<file path="src/rtl/mcst_pkg.sv">
`default_nettype none
// ---------------------------------------------------------------------------
// mcst_pkg: shared types and constants of the cursor speed tracker
// Widths of the datapath, reset values, register indexes and the control
// structs that pass between the top level and its serial arithmetic units.
// ---------------------------------------------------------------------------
package mcst_pkg;

  localparam int POS_W  = 10;
  localparam int SPD_W  = 16;
  localparam int DT_W   = 32;
  localparam int DLT_W  = 8;
  localparam int CFG_W  = 16;
  localparam int SQ_W   = 2 * POS_W;
  localparam int D2_W   = SQ_W + 1;
  localparam int ROOT_W = 21;
  localparam int RAD_W  = 2 * ROOT_W;
  localparam int REM_W  = ROOT_W + 3;
  localparam int CNT_W  = $clog2(ROOT_W);

  // One second squared in milliseconds: scales the squared distance.
  localparam logic [19:0] MS_SQ = 20'd1_000_000;

  localparam logic [POS_W-1:0] RST_X_MAX       = 10'd239;
  localparam logic [POS_W-1:0] RST_Y_MAX       = 10'd134;
  localparam logic [SPD_W-1:0] RST_SPEED_LIMIT = 16'd1000;
  localparam logic [POS_W-1:0] HOME_X          = 10'd120;
  localparam logic [POS_W-1:0] HOME_Y          = 10'd67;

  localparam int BTN_LEFT   = 0;
  localparam int BTN_RIGHT  = 1;
  localparam int BTN_MIDDLE = 2;

  typedef enum logic [1:0] {
    CFG_X_MAX       = 2'd0,
    CFG_Y_MAX       = 2'd1,
    CFG_SPEED_LIMIT = 2'd2
  } cfg_idx_t;

  typedef struct packed {
    logic start;
  } mcst_ctl_t;

  typedef struct packed {
    logic busy;
    logic done;
  } mcst_sts_t;

endpackage

`default_nettype wire

</file>
<file path="src/rtl/mcst_if.sv">
`default_nettype none
// ---------------------------------------------------------------------------
// mcst_if: valid/ready channels of the cursor speed tracker
// One interface for the tick channel and one for the result channel.
// ---------------------------------------------------------------------------
interface mcst_in_if;
  logic              valid;
  logic              ready;
  logic              has_report;
  logic [7:0]        button_bits;
  logic signed [7:0] delta_x;
  logic signed [7:0] delta_y;
  logic [31:0]       now_ms;

  modport source (output valid, has_report, button_bits, delta_x, delta_y, now_ms,
                  input ready);
  modport sink (input valid, has_report, button_bits, delta_x, delta_y, now_ms,
                output ready);
endinterface

interface mcst_out_if;
  logic        valid;
  logic        ready;
  logic        left_pressed;
  logic        right_pressed;
  logic        middle_pressed;
  logic [9:0]  cursor_col;
  logic [9:0]  cursor_row;
  logic [15:0] speed_px_s;

  modport source (output valid, left_pressed, right_pressed, middle_pressed,
                  cursor_col, cursor_row, speed_px_s, input ready);
  modport sink (input valid, left_pressed, right_pressed, middle_pressed,
                cursor_col, cursor_row, speed_px_s, output ready);
endinterface

`default_nettype wire

</file>
<file path="src/rtl/mcst_isqrt.sv">
`default_nettype none
// ---------------------------------------------------------------------------
// mcst_isqrt: digit-serial integer square root
// Restoring square root that takes two radicand bits and yields one root
// bit per cycle.
// ---------------------------------------------------------------------------
module mcst_isqrt
  import mcst_pkg::*;
(
  input  wire logic             clk,
  input  wire logic             rst_n,
  input  wire mcst_ctl_t        ctl,
  input  wire logic [RAD_W-1:0] radicand,
  output mcst_sts_t             sts,
  output logic [ROOT_W-1:0]     root
);

  logic [RAD_W-1:0]  rad_r;
  logic [REM_W-1:0]  rem_r, rem_nxt, rem_sh, trial;
  logic [ROOT_W-1:0] root_r, root_nxt;
  logic [CNT_W-1:0]  cnt_r;
  logic              busy_r, done_r;
  logic              ge;

  always_comb begin
    rem_sh   = {rem_r[REM_W-3:0], rad_r[RAD_W-1 -: 2]};
    trial    = {1'b0, root_r, 2'b01};
    ge       = (rem_sh >= trial);
    rem_nxt  = ge ? (rem_sh - trial) : rem_sh;
    root_nxt = {root_r[ROOT_W-2:0], ge};
  end

  always_ff @(posedge clk) begin
    if (!rst_n) begin
      busy_r <= 1'b0;
      done_r <= 1'b0;
    end else begin
      done_r <= 1'b0;
      if (ctl.start) begin
        busy_r <= 1'b1;
      end else if (busy_r && cnt_r == '0) begin
        busy_r <= 1'b0;
        done_r <= 1'b1;
      end
    end
  end

  always_ff @(posedge clk) begin
    if (ctl.start) begin
      rad_r  <= radicand;
      rem_r  <= '0;
      root_r <= '0;
      cnt_r  <= CNT_W'(ROOT_W - 1);
    end else if (busy_r) begin
      rad_r  <= rad_r << 2;
      rem_r  <= rem_nxt;
      root_r <= root_nxt;
      cnt_r  <= cnt_r - CNT_W'(1);
    end
  end

  assign sts.busy = busy_r;
  assign sts.done = done_r;
  assign root     = root_r;

endmodule

`default_nettype wire

</file>
<file path="src/rtl/mcst_div.sv">
`default_nettype none
// ---------------------------------------------------------------------------
// mcst_div: bit-serial restoring divider
// Divides the root by the elapsed time, one quotient bit per cycle.
// ---------------------------------------------------------------------------
module mcst_div
  import mcst_pkg::*;
(
  input  wire logic              clk,
  input  wire logic              rst_n,
  input  wire mcst_ctl_t         ctl,
  input  wire logic [ROOT_W-1:0] dividend,
  input  wire logic [DT_W-1:0]   divisor,
  output mcst_sts_t              sts,
  output logic [ROOT_W-1:0]      quotient
);

  logic [ROOT_W-1:0] q_r, q_nxt;
  logic [DT_W-1:0]   dvs_r;
  logic [DT_W-1:0]   rem_r, rem_nxt;
  logic [DT_W:0]     rem_sh, diff;
  logic [CNT_W-1:0]  cnt_r;
  logic              busy_r, done_r;
  logic              ge;

  always_comb begin
    rem_sh  = {rem_r, q_r[ROOT_W-1]};
    diff    = rem_sh - {1'b0, dvs_r};
    ge      = (rem_sh >= {1'b0, dvs_r});
    rem_nxt = ge ? diff[DT_W-1:0] : rem_sh[DT_W-1:0];
    q_nxt   = {q_r[ROOT_W-2:0], ge};
  end

  always_ff @(posedge clk) begin
    if (!rst_n) begin
      busy_r <= 1'b0;
      done_r <= 1'b0;
    end else begin
      done_r <= 1'b0;
      if (ctl.start) begin
        busy_r <= 1'b1;
      end else if (busy_r && cnt_r == '0) begin
        busy_r <= 1'b0;
        done_r <= 1'b1;
      end
    end
  end

  // The dividend shifts out at the top while quotient bits shift in below.
  always_ff @(posedge clk) begin
    if (ctl.start) begin
      q_r   <= dividend;
      dvs_r <= divisor;
      rem_r <= '0;
      cnt_r <= CNT_W'(ROOT_W - 1);
    end else if (busy_r) begin
      q_r   <= q_nxt;
      rem_r <= rem_nxt;
      cnt_r <= cnt_r - CNT_W'(1);
    end
  end

  assign sts.busy = busy_r;
  assign sts.done = done_r;
  assign quotient = q_r;

endmodule

`default_nettype wire

</file>
<file path="src/rtl/mouse_cursor_speed_tracker_top.sv">
`default_nettype none
// ---------------------------------------------------------------------------
// mouse_cursor_speed_tracker_top: cursor position and speed from mouse ticks
// Latches buttons, moves and clamps the cursor, and reports the speed in
// pixels per second through a serial square root and a serial divider.
// ---------------------------------------------------------------------------
//
//   Channel   Direction  Handshake       Payload
//   in_ch     sink       valid / ready   has_report, button_bits, delta_x,
//                                        delta_y, now_ms
//   out_ch    source     valid / ready   left/right/middle_pressed,
//                                        cursor_col, cursor_row, speed_px_s
//   cfg_*     sink       cfg_wr_en only  cfg_index, cfg_data
//
// When time has passed, a tick's time from acceptance to result is set
// mostly by the square root and the divider, which each produce one bit
// of a 21-bit result per cycle and run one after the other; a tick with zero
// elapsed time skips both units.
// Only one tick is in flight; in_ch.ready is high while the sequencer idles.
// The result register keeps a finished transaction while out_ch is stalled,
// so the next tick is accepted meanwhile and waits only at its own result.
// Reset is synchronous and active low; it restores the register defaults,
// centers the cursor, releases the buttons and zeroes the speed.
// ---------------------------------------------------------------------------
module mouse_cursor_speed_tracker_top
  import mcst_pkg::*;
(
  input  wire logic             clk,
  input  wire logic             rst_n,
  mcst_in_if.sink               in_ch,
  mcst_out_if.source            out_ch,
  input  wire logic             cfg_wr_en,
  input  wire logic [1:0]       cfg_index,
  input  wire logic [CFG_W-1:0] cfg_data
);

  typedef enum logic [2:0] {
    S_IDLE,
    S_SQR,
    S_SCALE,
    S_ROOT,
    S_DIV,
    S_OUT
  } state_t;

  // Configuration registers.
  logic [POS_W-1:0] x_max_r, y_max_r;
  logic [SPD_W-1:0] speed_limit_r;

  // Tracker state.
  state_t           state_r, state_nxt;
  logic [POS_W-1:0] pos_x_r, pos_x_nxt, pos_y_r, pos_y_nxt;
  logic [POS_W-1:0] prev_x_r, prev_x_nxt, prev_y_r, prev_y_nxt;
  logic [DT_W-1:0]  prev_time_r, prev_time_nxt;
  logic [SPD_W-1:0] speed_r, speed_nxt;
  logic [2:0]       btn_r, btn_nxt;

  // Per-tick working registers.
  logic [DT_W-1:0]  now_r, now_nxt, dt_r, dt_nxt;
  logic [SQ_W-1:0]  sq_x_r, sq_x_nxt, sq_y_r, sq_y_nxt;
  logic [RAD_W-1:0] rad_r, rad_nxt;
  logic             sq_start_r, sq_start_nxt;

  // Result register.
  logic             out_valid_r, out_valid_nxt;
  logic [2:0]       out_btn_r, out_btn_nxt;
  logic [POS_W-1:0] out_col_r, out_col_nxt, out_row_r, out_row_nxt;
  logic [SPD_W-1:0] out_spd_r, out_spd_nxt;

  logic [POS_W:0]   dx, dy;
  logic [POS_W-1:0] abs_x, abs_y;
  logic [D2_W-1:0]  d2;
  logic [ROOT_W-1:0] root, quot;
  logic              in_acc, out_free;

  mcst_ctl_t sq_ctl, dv_ctl;
  mcst_sts_t sq_sts, dv_sts;

  // Moves one axis by a signed delta and clamps it to 0..hi.
  function automatic logic [POS_W-1:0] clamp_axis(input logic [POS_W-1:0] pos,
                                                   input logic [DLT_W-1:0] delta,
                                                   input logic [POS_W-1:0] hi);
    logic signed [POS_W+1:0] sum;
    sum = $signed({2'b00, pos}) + $signed({{(POS_W+2-DLT_W){delta[DLT_W-1]}}, delta});
    if (sum[POS_W+1]) begin
      clamp_axis = '0;
    end else if (sum[POS_W:0] > {1'b0, hi}) begin
      clamp_axis = hi;
    end else begin
      clamp_axis = sum[POS_W-1:0];
    end
  endfunction

  assign in_acc   = in_ch.valid && in_ch.ready;
  assign out_free = !out_valid_r || out_ch.ready;

  // The axis moves since the previous tick, folded to magnitudes for squaring.
  always_comb begin
    dx    = {1'b0, pos_x_r} - {1'b0, prev_x_r};
    dy    = {1'b0, pos_y_r} - {1'b0, prev_y_r};
    abs_x = dx[POS_W] ? POS_W'(-dx) : dx[POS_W-1:0];
    abs_y = dy[POS_W] ? POS_W'(-dy) : dy[POS_W-1:0];
    d2    = {1'b0, sq_x_r} + {1'b0, sq_y_r};
  end

  always_comb begin
    state_nxt     = state_r;
    pos_x_nxt     = pos_x_r;
    pos_y_nxt     = pos_y_r;
    prev_x_nxt    = prev_x_r;
    prev_y_nxt    = prev_y_r;
    prev_time_nxt = prev_time_r;
    speed_nxt     = speed_r;
    btn_nxt       = btn_r;
    now_nxt       = now_r;
    dt_nxt        = dt_r;
    sq_x_nxt      = sq_x_r;
    sq_y_nxt      = sq_y_r;
    rad_nxt       = rad_r;
    sq_start_nxt  = 1'b0;
    out_valid_nxt = out_valid_r && !out_ch.ready;
    out_btn_nxt   = out_btn_r;
    out_col_nxt   = out_col_r;
    out_row_nxt   = out_row_r;
    out_spd_nxt   = out_spd_r;

    unique case (state_r)
      S_IDLE: begin
        if (in_ch.valid) begin
          if (in_ch.has_report) begin
            btn_nxt   = {in_ch.button_bits[BTN_MIDDLE], in_ch.button_bits[BTN_RIGHT],
                         in_ch.button_bits[BTN_LEFT]};
            pos_x_nxt = clamp_axis(pos_x_r, in_ch.delta_x, x_max_r);
            pos_y_nxt = clamp_axis(pos_y_r, in_ch.delta_y, y_max_r);
          end
          now_nxt   = in_ch.now_ms;
          dt_nxt    = in_ch.now_ms - prev_time_r;
          state_nxt = S_SQR;
        end
      end
      S_SQR: begin
        sq_x_nxt  = SQ_W'(abs_x) * SQ_W'(abs_x);
        sq_y_nxt  = SQ_W'(abs_y) * SQ_W'(abs_y);
        // With no time elapsed the speed is held, so the arithmetic is skipped.
        state_nxt = (dt_r == '0) ? S_OUT : S_SCALE;
      end
      S_SCALE: begin
        rad_nxt      = RAD_W'(d2) * RAD_W'(MS_SQ);
        sq_start_nxt = 1'b1;
        state_nxt    = S_ROOT;
      end
      S_ROOT: begin
        if (sq_sts.done) begin
          state_nxt = S_DIV;
        end
      end
      S_DIV: begin
        if (dv_sts.done) begin
          state_nxt = S_OUT;
        end
      end
      S_OUT: begin
        if (out_free) begin
          if (dt_r != '0) begin
            if (quot > {{(ROOT_W-SPD_W){1'b0}}, speed_limit_r}) begin
              speed_nxt = speed_limit_r;
            end else begin
              speed_nxt = quot[SPD_W-1:0];
            end
          end
          prev_x_nxt    = pos_x_r;
          prev_y_nxt    = pos_y_r;
          prev_time_nxt = now_r;
          out_valid_nxt = 1'b1;
          out_btn_nxt   = btn_r;
          out_col_nxt   = pos_x_r;
          out_row_nxt   = pos_y_r;
          out_spd_nxt   = speed_nxt;
          state_nxt     = S_IDLE;
        end
      end
      default: begin
        state_nxt = S_IDLE;
      end
    endcase
  end

  // Control state, architectural state and the configuration registers.
  always_ff @(posedge clk) begin
    if (!rst_n) begin
      state_r       <= S_IDLE;
      pos_x_r       <= HOME_X;
      pos_y_r       <= HOME_Y;
      prev_x_r      <= HOME_X;
      prev_y_r      <= HOME_Y;
      prev_time_r   <= '0;
      speed_r       <= '0;
      btn_r         <= '0;
      sq_start_r    <= 1'b0;
      out_valid_r   <= 1'b0;
      x_max_r       <= RST_X_MAX;
      y_max_r       <= RST_Y_MAX;
      speed_limit_r <= RST_SPEED_LIMIT;
    end else begin
      state_r     <= state_nxt;
      pos_x_r     <= pos_x_nxt;
      pos_y_r     <= pos_y_nxt;
      prev_x_r    <= prev_x_nxt;
      prev_y_r    <= prev_y_nxt;
      prev_time_r <= prev_time_nxt;
      speed_r     <= speed_nxt;
      btn_r       <= btn_nxt;
      sq_start_r  <= sq_start_nxt;
      out_valid_r <= out_valid_nxt;
      if (cfg_wr_en) begin
        unique case (cfg_index)
          CFG_X_MAX:       x_max_r       <= cfg_data[POS_W-1:0];
          CFG_Y_MAX:       y_max_r       <= cfg_data[POS_W-1:0];
          CFG_SPEED_LIMIT: speed_limit_r <= cfg_data[SPD_W-1:0];
          default: begin
          end
        endcase
      end
    end
  end

  // Datapath registers need no reset.
  always_ff @(posedge clk) begin
    now_r     <= now_nxt;
    dt_r      <= dt_nxt;
    sq_x_r    <= sq_x_nxt;
    sq_y_r    <= sq_y_nxt;
    rad_r     <= rad_nxt;
    out_btn_r <= out_btn_nxt;
    out_col_r <= out_col_nxt;
    out_row_r <= out_row_nxt;
    out_spd_r <= out_spd_nxt;
  end

  assign sq_ctl.start = sq_start_r;
  assign dv_ctl.start = (state_r == S_ROOT) && sq_sts.done;

  mcst_isqrt u_isqrt (
    .clk      (clk),
    .rst_n    (rst_n),
    .ctl      (sq_ctl),
    .radicand (rad_r),
    .sts      (sq_sts),
    .root     (root)
  );

  mcst_div u_div (
    .clk      (clk),
    .rst_n    (rst_n),
    .ctl      (dv_ctl),
    .dividend (root),
    .divisor  (dt_r),
    .sts      (dv_sts),
    .quotient (quot)
  );

  assign in_ch.ready           = (state_r == S_IDLE);
  assign out_ch.valid          = out_valid_r;
  assign out_ch.left_pressed   = out_btn_r[BTN_LEFT];
  assign out_ch.right_pressed  = out_btn_r[BTN_RIGHT];
  assign out_ch.middle_pressed = out_btn_r[BTN_MIDDLE];
  assign out_ch.cursor_col     = out_col_r;
  assign out_ch.cursor_row     = out_row_r;
  assign out_ch.speed_px_s     = out_spd_r;

`ifndef ASSERT_OFF
  // While waiting on the root, the square root unit is starting, working or finishing.
  a_root_busy: assert property (@(posedge clk) disable iff (!rst_n)
    (state_r == S_ROOT) |-> (sq_ctl.start || sq_sts.busy || sq_sts.done))
    else $error("square root unit idle while the sequencer waits on it");

  // The divider is never started when no time has elapsed.
  a_div_dt: assert property (@(posedge clk) disable iff (!rst_n)
    dv_ctl.start |-> (dt_r != '0))
    else $error("divider started with zero elapsed time");

  // An accepted tick closes the input until its result is loaded.
  a_one_tick: assert property (@(posedge clk) disable iff (!rst_n)
    in_acc |=> !in_ch.ready)
    else $error("second tick accepted while one is in flight");

  // A new result appears only from the result stage of the sequencer.
  a_out_src: assert property (@(posedge clk) disable iff (!rst_n)
    $rose(out_valid_r) |-> $past(state_r == S_OUT))
    else $error("result raised outside the result stage");
`endif

endmodule

`default_nettype wire
</file>
<file path="src/flat_wrapper.sv">
// flat-port wrapper written by rule: the top's interface ports become plain ports
module mouse_cursor_speed_tracker_top_flat import mcst_pkg::*;
  (clk, rst_n, cfg_wr_en, cfg_index, cfg_data, in_ch_valid, in_ch_has_report, in_ch_button_bits, in_ch_delta_x, in_ch_delta_y, in_ch_now_ms, in_ch_ready, out_ch_valid, out_ch_left_pressed, out_ch_right_pressed, out_ch_middle_pressed, out_ch_cursor_col, out_ch_cursor_row, out_ch_speed_px_s, out_ch_ready);
  mcst_in_if in_ch_i ();
  mcst_out_if out_ch_i ();
  input  wire logic clk;
  input  wire logic rst_n;
  input  wire logic cfg_wr_en;
  input  wire logic [1:0] cfg_index;
  input  wire logic [CFG_W-1:0] cfg_data;
  input wire logic [$bits(in_ch_i.valid)-1:0] in_ch_valid;
  input wire logic [$bits(in_ch_i.has_report)-1:0] in_ch_has_report;
  input wire logic [$bits(in_ch_i.button_bits)-1:0] in_ch_button_bits;
  input wire logic [$bits(in_ch_i.delta_x)-1:0] in_ch_delta_x;
  input wire logic [$bits(in_ch_i.delta_y)-1:0] in_ch_delta_y;
  input wire logic [$bits(in_ch_i.now_ms)-1:0] in_ch_now_ms;
  output wire logic [$bits(in_ch_i.ready)-1:0] in_ch_ready;
  output wire logic [$bits(out_ch_i.valid)-1:0] out_ch_valid;
  output wire logic [$bits(out_ch_i.left_pressed)-1:0] out_ch_left_pressed;
  output wire logic [$bits(out_ch_i.right_pressed)-1:0] out_ch_right_pressed;
  output wire logic [$bits(out_ch_i.middle_pressed)-1:0] out_ch_middle_pressed;
  output wire logic [$bits(out_ch_i.cursor_col)-1:0] out_ch_cursor_col;
  output wire logic [$bits(out_ch_i.cursor_row)-1:0] out_ch_cursor_row;
  output wire logic [$bits(out_ch_i.speed_px_s)-1:0] out_ch_speed_px_s;
  input wire logic [$bits(out_ch_i.ready)-1:0] out_ch_ready;
  assign in_ch_i.valid = in_ch_valid;
  assign in_ch_i.has_report = in_ch_has_report;
  assign in_ch_i.button_bits = in_ch_button_bits;
  assign in_ch_i.delta_x = in_ch_delta_x;
  assign in_ch_i.delta_y = in_ch_delta_y;
  assign in_ch_i.now_ms = in_ch_now_ms;
  assign in_ch_ready = in_ch_i.ready;
  assign out_ch_valid = out_ch_i.valid;
  assign out_ch_left_pressed = out_ch_i.left_pressed;
  assign out_ch_right_pressed = out_ch_i.right_pressed;
  assign out_ch_middle_pressed = out_ch_i.middle_pressed;
  assign out_ch_cursor_col = out_ch_i.cursor_col;
  assign out_ch_cursor_row = out_ch_i.cursor_row;
  assign out_ch_speed_px_s = out_ch_i.speed_px_s;
  assign out_ch_i.ready = out_ch_ready;
  mouse_cursor_speed_tracker_top u_core (.clk(clk), .rst_n(rst_n), .in_ch(in_ch_i), .out_ch(out_ch_i), .cfg_wr_en(cfg_wr_en), .cfg_index(cfg_index), .cfg_data(cfg_data));
endmodule
</file>
<file path="config.mk">
export PLATFORM = sky130hd
export DESIGN_NAME = mouse_cursor_speed_tracker_top_flat
export DESIGN_NICKNAME = d
export VERILOG_FILES = /design/src/rtl/mcst_pkg.sv /design/src/rtl/mcst_if.sv /design/src/rtl/mcst_isqrt.sv /design/src/rtl/mcst_div.sv /design/src/rtl/mouse_cursor_speed_tracker_top.sv /design/src/flat_wrapper.sv
export SDC_FILE = /design/constraint.sdc
export NUM_CORES = 2
export LEC_CHECK = 0
export BUFFER_PORTS_ARGS = -buffer_cell sky130_fd_sc_hd__buf_2
export CORE_MARGIN = 1.5
export CORE_UTILIZATION = 68
export DETAILED_ROUTE_END_ITERATION = 16
export HOLD_SLACK_MARGIN = 0.1
export PLACE_DENSITY = 0.95
export SYNTH_ARGS = -nofsm -noshare
export SYNTH_HDL_FRONTEND = slang
export SYNTH_SLANG_ARGS = --single-unit
</file>
<file path="constraint.sdc">
create_clock -name clk -period 15.44 [get_ports clk]
set_input_delay 1.544 -clock clk [delete_from_list [all_inputs] [get_ports clk]]
set_output_delay 1.544 -clock clk [all_outputs]
set_load 0.01 [all_outputs]
</file>
==> out/metrics.yaml <==
fin_skew_ns: 0.04075
syn-mean-instance-area_um2: 9.751
synth_warnings: 0
grtUsageTotal_pct: 34.32
grt_max_degree: 73
dpl.hpwl_um: 62750
tns_ns: 0
ys.flop_type: "edfxtp_1"
finalMaxSlewViolations: 0
synthArstFlopShare_pct: 0
remaining_drc_errors: 0
firstDrtPassIters: 8
fmax_ghz: 0.1111
holdCritStartpoint: "u_core.btn_r[1]"
post_cts_resized: 0
cp-startpoint: "u_core.pos_x_r[0]"
finalSetupViolCount: 0
drtIter0Drc: 2678
worstSkewPairLatency_ns: 0.64
portBuffers: 115
path_clk_slew_ns: 0.07
synth_nets: 4270
path_max_fanout: 11
crit_path_start_kind: "flop"
maxCapViolCount: 0
drt.antenna.violating_nets: 0
areaGrowthSynthToFinish_pct: 8.167
ios: 121
routabilityCongestion: 0.9241
status: "finished clean"
synth_cell_types: 90
htreeDepth: 2
max_slew_margin_pct: 18.50
finalCritPeriodShare_pct: 58.27
initial_core_util_pct: 68.74
cts_buffers: 49
tightest_slew_ns: 1.222
fillers: 2946
fp.coreArea_mm2: 0.05120
synth_cells: 3609
hold_viol: 0
cts_setup_buffers: 0
wl_um: 91810
synth-edff-count: 265
reg2reg_from: "u_core.pos_x_r[0]"
grt_pass1_vias: 29269
ys_seq_area_share_pct: 35.18
cp_slowest_cell: "xor2_1"
critPathMaxStageDelay_ns: 0.71
crit_type: "reg2reg"
cts_tree: "yes"
crit_arrival_ns: 9.35
clockBufferDepth: 3
die_y_um: 230.5
grt_pass1_wl_um: 146500
dieWidth_um: 230.5
clock-sinks: 486
cts_hold_buf: 0
critPathCaptureType: "flop"
gr-total-overflow: 0
period_needed_ns: 8.997
synth_seq_cells: 486
root_buffer: "clkbuf_16"
worst_ep_required_time_ns: 15.79
dieArea_mm2: 0.05313
avgRoutedWirePerCell_um: 20.77
row_count: 83
layout.nets: 4360
cp_common_cell: "fa_1"
grt_antenna_before_repair: 2
synth_area_mm2: 0.03519
hold_path.class: "reg2reg"
rsz0062_at_grt: "no"
vias: 28513
drt-vias-per-instance: 6.451
layout-drive-gt1-share_pct: 9.067
cells by family after synthesis:
group	share of synthesized area, %
xor gates and xnor gates	5.223
AOI/OAI and AO/OA	13.47
buffers and inverters	6.240
and+or+nand+nor	11.59
adders and majority gates	24.50
muxes	3.794
DFF	35.18
cell type report:
| cell class | instances | area, µm² | share of cell area (%) |
|---|---|---|---|
| repair buffers | 133 | 714.4 | 1.877 |
| flip-flops and latches | 486 | 12380 | 32.53 |
| multi-input cells | 2547 | 20660 | 54.28 |
| clock buffers | 71 | 1486 | 3.905 |
| inverters | 482 | 1812 | 4.760 |
| well taps | 680 | 850.8 | 2.235 |
| clock inverters | 20 | 153.9 | 0.4043 |
| diodes | 1 | 2.502 | 0.006574 |
cells in the final DEF (no fill, tap or decap), types with 28 or more instances in the layout:
master	netlist	final
mux2_2	67	67
xnor2_1	135	135
mux2i_1	58	58
nor2b_1	41	40
a21oi_1	253	253
o21ai_0	134	134
xor2_1	68	68
nor3_1	39	39
edfxtp_1	265	265
a21o_1	80	80
clkbuf_16	0	55
fa_1	180	180
o211ai_1	30	30
inv_1	476	474
ha_1	401	401
nand2_1	340	340
o21a_1	33	33
a211oi_1	39	39
dfxtp_1	221	219
nand2b_1	49	49
buf_2	9	115
nor2_1	239	238
o21ai_1	28	28
nand3_1	40	38
sequential cells by signal, indices dropped and copies added, names as in the netlist, 22 cells and up:
signal                count
u_core.u_div.rem_r       32
u_core.rad_r             35
u_core.u_isqrt.rad_r     36
u_core.u_div.dvs_r       32
u_core.u_isqrt.rem_r     22
u_core.prev_time_r       32
u_core.dt_r              32
u_core.now_r             32
path summary, 6_finish.rpt:
path,slack [ns],endpoint,cells past startpoint
max,6.44,u_core.sq_x_r[19],30
min,0.45,u_core.out_btn_r[1],0
max reg2reg,6.44,u_core.sq_x_r[19],30
min reg2reg,0.45,u_core.out_btn_r[1],0
per-stage QoR:
step | utilization [%] | hold WS, ns | cells | instance area (µm²) | setup WS [ns]
final | 74.35 | 0.4527 | 4420 | 38070 | 6.443
after global routing | 74.34 | 0.4520 | 4419 | 38060 | 6.073
after CTS | 74.32 | 0.4430 | 4418 | 38050 | 6.498
after detailed placement | 71.12 | 0.4279 | 4327 | 36410 | 6.608
after global placement | 71.12 | 0.4132 | 4327 | 36410 | 6.824
after floorplan | - | 0.4081 | 3609 | 35190 | 7.809
worst max-delay path, delay by kind of cell, from the launching register on:
kind / cells / cell delay (ns)
compound gates: 8 / 1.66
xor+xnor: 3 / 0.99
fa+ha+maj: 8 / 3.71
buf+inv: 4 / 0.26
flops: 1 / 0.45
simple gates: 7 / 1.59
per-layer routing:
metal / GRT usage [%] / share of wire (%) / vias to the layer above
li1: - / - / 12585
met1: 38.68 / 36 / 13615
met2: 60.26 / 50 / 1733
met3: 6.336 / 7.6 / 578
met4: 21.06 / 6.7 / 2
met5: 0 / 0.014 / -
synthesized netlist by cell type, types with 17 or more instances:
library cell / instances / area share (%)
a211oi_1: 39 / 0.83
a21o_1: 80 / 1.7
a21oi_1: 253 / 3.6
a31oi_1: 22 / 0.39
and2_1: 19 / 0.34
clkbuf_1: 74 / 0.79
dfxtp_1: 221 / 13
edfxtp_1: 265 / 23
fa_1: 180 / 10
ha_1: 401 / 14
inv_1: 476 / 5.1
mux2_2: 67 / 2.1
mux2i_1: 58 / 1.6
nand2_1: 340 / 3.6
nand2b_1: 49 / 0.87
nand3_1: 40 / 0.57
nand4_1: 21 / 0.37
nor2_1: 239 / 2.5
nor2b_1: 41 / 0.73
nor3_1: 39 / 0.55
o211ai_1: 30 / 0.64
o21a_1: 33 / 0.70
o21ai_0: 134 / 1.9
o21ai_1: 28 / 0.40
o21bai_1: 17 / 0.36
or2_2: 23 / 0.41
xnor2_1: 135 / 3.4
xor2_1: 68 / 1.7
Power is left out: the tool's default activity adds up to more than one toggle a clock period on the data nets, which glitch-free logic cannot reach.
